<file path="src/design/tcw_pkg.sv">
package tcw_pkg;

   localparam int COLUMNS = 80;
   localparam int ROWS    = 50;
   localparam int CELLS   = COLUMNS * ROWS;

   localparam int COL_W  = (COLUMNS > 1) ? $clog2(COLUMNS) : 1;
   localparam int ROW_W  = (ROWS > 1) ? $clog2(ROWS) : 1;
   localparam int ADDR_W = $clog2(CELLS);
   localparam int CELL_W = 16;

   localparam logic [CELL_W-1:0] FILL_CELL = 16'h0F00;

   localparam logic [7:0] CH_NEWLINE = 8'd10;
   localparam logic [7:0] CH_RETURN  = 8'd13;
   localparam logic [7:0] CH_TAB     = 8'd9;
   localparam logic [7:0] CH_SPACE   = 8'd32;

   localparam logic FUNC_WRITE = 1'b0;
   localparam logic FUNC_READ  = 1'b1;

   localparam logic [0:0] CSR_TEXT_COLOR       = 1'b0;
   localparam logic [0:0] CSR_BACKGROUND_COLOR = 1'b1;

   localparam logic [3:0] TEXT_COLOR_RESET       = 4'd15;
   localparam logic [3:0] BACKGROUND_COLOR_RESET = 4'd0;

   typedef struct packed {
      logic        func;
      logic [7:0]  character;
      logic [11:0] read_index;
   } req_type;

   typedef struct packed {
      logic [6:0]  cursor_column;
      logic [5:0]  cursor_row;
      logic [11:0] cursor_linear;
      logic [15:0] cell_data;
      logic        did_scroll;
   } rsp_type;

   typedef enum logic [2:0] {
      ST_CLEAR,
      ST_IDLE,
      ST_PUT,
      ST_SCROLL,
      ST_READ,
      ST_FINISH
   } state_type;

   typedef struct packed {
      logic capture;
      logic put;
      logic read;
      logic sweep;
      logic clear;
      logic load_rsp;
   } cmd_type;

   typedef struct packed {
      logic req_read;
      logic need_scroll;
      logic last_put;
      logic all_puts_done;
      logic sweep_last;
      logic rsp_free;
   } status_type;

endpackage

</file>
<file path="src/design/tcw_controller.sv">
module tcw_controller (
   input  logic                clock,
   input  logic                reset,
   input  logic                req_valid,
   output logic                req_ready,
   input  tcw_pkg::status_type status,
   output tcw_pkg::cmd_type    cmd
);
   import tcw_pkg::*;

   state_type state_ff;
   state_type state_in;

   always_ff @(posedge clock) begin
      if (reset) begin
         state_ff <= ST_CLEAR;
      end else begin
         state_ff <= state_in;
      end
   end

   always_comb begin
      state_in  = state_ff;
      cmd       = '0;
      req_ready = 1'b0;
      unique case (state_ff)
         ST_CLEAR: begin
            cmd.sweep = 1'b1;
            cmd.clear = 1'b1;
            if (status.sweep_last) begin
               state_in = ST_IDLE;
            end
         end
         ST_IDLE: begin
            req_ready = 1'b1;
            if (req_valid) begin
               cmd.capture = 1'b1;
               state_in    = status.req_read ? ST_READ : ST_PUT;
            end
         end
         ST_PUT: begin
            cmd.put = 1'b1;
            if (status.need_scroll) begin
               state_in = ST_SCROLL;
            end else if (status.last_put) begin
               state_in = ST_FINISH;
            end
         end
         ST_SCROLL: begin
            cmd.sweep = 1'b1;
            if (status.sweep_last) begin
               state_in = status.all_puts_done ? ST_FINISH : ST_PUT;
            end
         end
         ST_READ: begin
            cmd.read = 1'b1;
            state_in = ST_FINISH;
         end
         ST_FINISH: begin
            if (status.rsp_free) begin
               cmd.load_rsp = 1'b1;
               state_in     = ST_IDLE;
            end
         end
         default: begin
            state_in = ST_IDLE;
         end
      endcase
   end

endmodule

</file>
<file path="config.mk">
export PLATFORM = sky130hd
export DESIGN_NAME = tcw_controller
export DESIGN_NICKNAME = d
export VERILOG_FILES = /design/src/design/tcw_pkg.sv /design/src/design/tcw_controller.sv
export SDC_FILE = /design/constraint.sdc
export NUM_CORES = 1
export LEC_CHECK = 0
export BUFFER_PORTS_ARGS = -buffer_cell sky130_fd_sc_hd__clkbuf_2
export CORE_AREA = 2 2 39 41
export DETAILED_ROUTE_END_ITERATION = 12
export DIE_AREA = 0 0 41 43
export GPL_TIMING_DRIVEN = 1
export PLACE_DENSITY_LB_ADDON = 0.08
export SYNTH_ARGS = -nofsm -noshare
export SYNTH_HDL_FRONTEND = slang
export SYNTH_SLANG_ARGS = --single-unit
</file>
<file path="constraint.sdc">
create_clock -name clock -period 1.3 [get_ports clock]
set_input_delay 0.26 -clock clock [delete_from_list [all_inputs] [get_ports clock]]
set_output_delay 0.26 -clock clock [all_outputs]
set_load 0.1 [all_outputs]
</file>
==> qor.csv <==
stage,metric,value,unit
critical_path,critical path data required time,1.04,ns
grt,number of global-route vias before repair,401,
yosys,number of synthesized flops with an enable pin,0,
cts,total CTS buffers,3,
place,worst setup slack before clock tree synthesis,0.0164,ns
yosys,part of the Yosys area used for sequential elements,19.9,%
cts,clock root cell,clkbuf_4,
place,Port Buf Inserts,15,
cts,clock latency at the later pin of the worst-skew pair,0.24,ns
yosys,commonest cells in the netlist,"6 x nor3_1, 4 x inv_1, 3 x dfxtp_1, 3 x nand2_1",
critical_path,Critical Setup Path Class,flop to primary output,
floorplanning,Initial Utilization,21.8,%
sta,headroom to the max-slew limit,81.1,%
routing,DRC viols,0,
yosys,Synth top area share,19.9,%
finish,Diodes inserted,0,
power_and_ir_drop,reported leakage power,0.311,nW
finish,fraction of final layout cells with drive strength greater than 1,70.0,%
finish,Layout Area Growth over Synthesis,151,%
place,GPL Wtd Cong,0.787,
cts,TritonCTS clock tree,built,
yosys,post-synth design cell area,302,sq um
cts,maximum level of the CTS H-tree,1,
finish,register with the highest flop count,state_ff,
finish,max reg flops,3,
critical_path,endpoint class of the critical path,primary output,
sta,transition time at the pin with the least slew margin,0.280,ns
grt,wire length of the first global-routing pass,1800,um
routing,DRT Wirelength,1120,um
routing,average wire length per cell after detail routing,13.0,um
finish,Filler cells,127,
sta,Period minus WS final,1.44,ns
cts,maximum buffer depth of the clock tree,2,
critical_path,worst reg2reg path startpoint,state_ff[1]$_SDFFE_PP0P_,
critical_path,kind of start point of the critical path,flop,
yosys,Post-Synthesis Mean Instance Area,7.54,sq um
sta,final worst path period share,111,%
yosys,"Async S/R FF share, synth",0,%
yosys,most used standard cell by instance count after synthesis,nor3_1,
grt,antenna violations before repair,0,
sta,number of max-slew violations in the final report,0,
floorplanning,Die Y,43,um
critical_path,Worst Path Max Fanout,4,
routing,detailed router's first-iteration violation count,4,
grt,largest net degree at the start of global routing,8,
floorplanning,floorplan die width,41,um
finish,"Net count, final",80,
run_status,violations in the final reports,negative setup slack,
yosys,count of unique library cells instantiated by Yosys,26,
grt,global-route total usage across every layer,15.8,%
routing,vias after detailed routing,440,
sta,Final Hold Fails,0,
yosys,largest cells by area after synthesis,"dfxtp_1 20%, nor3_1 10%, a221oi_2 5.0%",
place,Post-DP HPWL,761,um
floorplanning,core area,1380,sq um
critical_path,Worst Path Arrival,1.18,ns
yosys,flop and latch count out of synthesis,3,
grt,gr ovfl total,0,
critical_path,reg-to-reg setup timing slack,0,ns
sta,unrepaired setup endpoints after global routing,true,
min_path,class of the worst hold path,input pin to flop,
routing,first drt pass iteration count,4,
yosys,Yosys warning count,0,
finish,Top Registers,state_ff x3,
min_path,worst hold stages,2,
critical_path,length in cells of the worst reg-to-reg path,5,
yosys,most frequently used flop master after synthesis,dfxtp_1,
run_status,result of the run,finished with violations,
finish,Finished Cell Area,756,sq um
yosys,number of nets in the synthesized netlist,49,
power_and_ir_drop,maximum vdd drop,384,uV
sta,Max Clock Freq,695,MHz
critical_path,capture point of the worst path,cmd[1],
routing,via density per instance,5.12,
routing,Routed Antenna Nets,0,
place,dpl cell area,613,sq um
cts,"Reg clk slew, reported paths",0.04,ns
cts,TritonCTS Sinks,3,
sta,final setup vio count,7,
critical_path,startpoint of the worst setup timing path,state_ff[0]$_SDFFE_PP0P_,
yosys,Syn Inst Count,40,
critical_path,worst reg2reg path endpoint,state_ff[2]$_SDFFE_PP0P_,
floorplanning,ports placed on the boundary,16,
sta,Max Clock Skew,0.00740,ns
yosys,cell accounting for the most synthesized area,dfxtp_1,
flow_run,Maximum Capacitance Violations,0,
power_and_ir_drop,Cell Pwr Density,898,nW/um^2
sta,least setup slack across all paths after layout,-0.139,ns
floorplanning,total number of placement rows,14,
floorplanning,DIE AREA,1760,sq um
final cells by class:
class / count / area [sq um] / area share [%]
inverter: 4 / 15.0 / 1.99
tap: 16 / 20.0 / 2.65
clock buffer: 4 / 26.3 / 3.48
multi-input combinational: 30 / 304 / 40.2
sequential: 3 / 68.8 / 9.11
timing repair buffer: 29 / 322 / 42.5
metal layers:
| layer | wire [um] | global-route usage (%) | vias up | part of all wire [%] |
|---|---|---|---|---|
| met5 | 0 | 0 | - | 0 |
| met4 | 17 | 11.3 | 0 | 1.5 |
| met3 | 62 | 4.71 | 2 | 5.5 |
| met2 | 620 | 22.5 | 20 | 55 |
| met1 | 422 | 19.1 | 208 | 38 |
| li1 | - | - | 210 | - |
power by group:
group | total [mW] | switching [mW] | internal [mW] | leakage [nW]
combinational | 0.400 | 0.231 | 0.169 | 0.270
sequential | 0.109 | 0.0111 | 0.0981 | 0.0264
clock | 0.170 | 0.0542 | 0.115 | 0.0150
total | 0.679 | 0.296 | 0.382 | 0.311
per-stage QoR:
stage          cells  TNS [ns]  hold WS [ns]  utilization (%)  power, mW
2_1_floorplan     40     -2.62         0.322                -      0.333
3_3_place_gp      75         0         0.455             44.3      0.459
4_1_cts           84    -0.934         0.192             51.0      0.670
5_1_grt           86     -1.23         0.207             54.6      0.712
3_5_place_dp      75         0         0.453             44.3      0.463
6_report          86    -0.818         0.207             54.6      0.679
cells by family (layout without fill, tap and decap cells):
kind of cell              count (synthesis)  in the layout  share of synthesized area (%)
DFF                                       3              3                           19.9
xor gates and xnor gates                  1              1                           2.91
and+or+nand+nor                          17             17                           32.8
AOI/OAI and AO/OA                        12             12                           31.5
buffers and inverters                     7             37                           12.9
worst max-delay path, stage by stage, from the launching register on:
cell and delay, ns:
dfxtp_4 0.36, buf_4 0.15, nor3_4 0.22, buf_12 0.20
cells in the final DEF, fill, tap and decap left out, types with 2 or more instances in the layout:
master	count
buf_6	3
a31oi_1	2
nor2b_1	2
clkbuf_2	8
buf_4	9
nor3_4	5
nand2_1	2
buf_12	9
clkbuf_4	3
dfxtp_4	2
inv_1	3
worst min path at each step:
stage | end | from
after floorplan | state_ff[0]$_SDFFE_PP0P_ | reset
after global placement | state_ff[0]$_SDFFE_PP0P_ | reset
after detailed placement | state_ff[0]$_SDFFE_PP0P_ | reset
after CTS | state_ff[0]$_SDFFE_PP0P_ | reset
after global routing | state_ff[0]$_SDFFE_PP0P_ | reset
final | state_ff[0]$_SDFFE_PP0P_ | reset
what timing repair did:
| item | in CTS | in global routing |
|---|---|---|
| gates resized for setup | 6 | 6 |
| hold buffers | 0 | 0 |
| pin swaps | 6 | 6 |
| buffers inserted | 5 | 2 |
| setup endpoints to repair | 7 | 9 |
No activity file was read; power rests on OpenSTA's default activity.
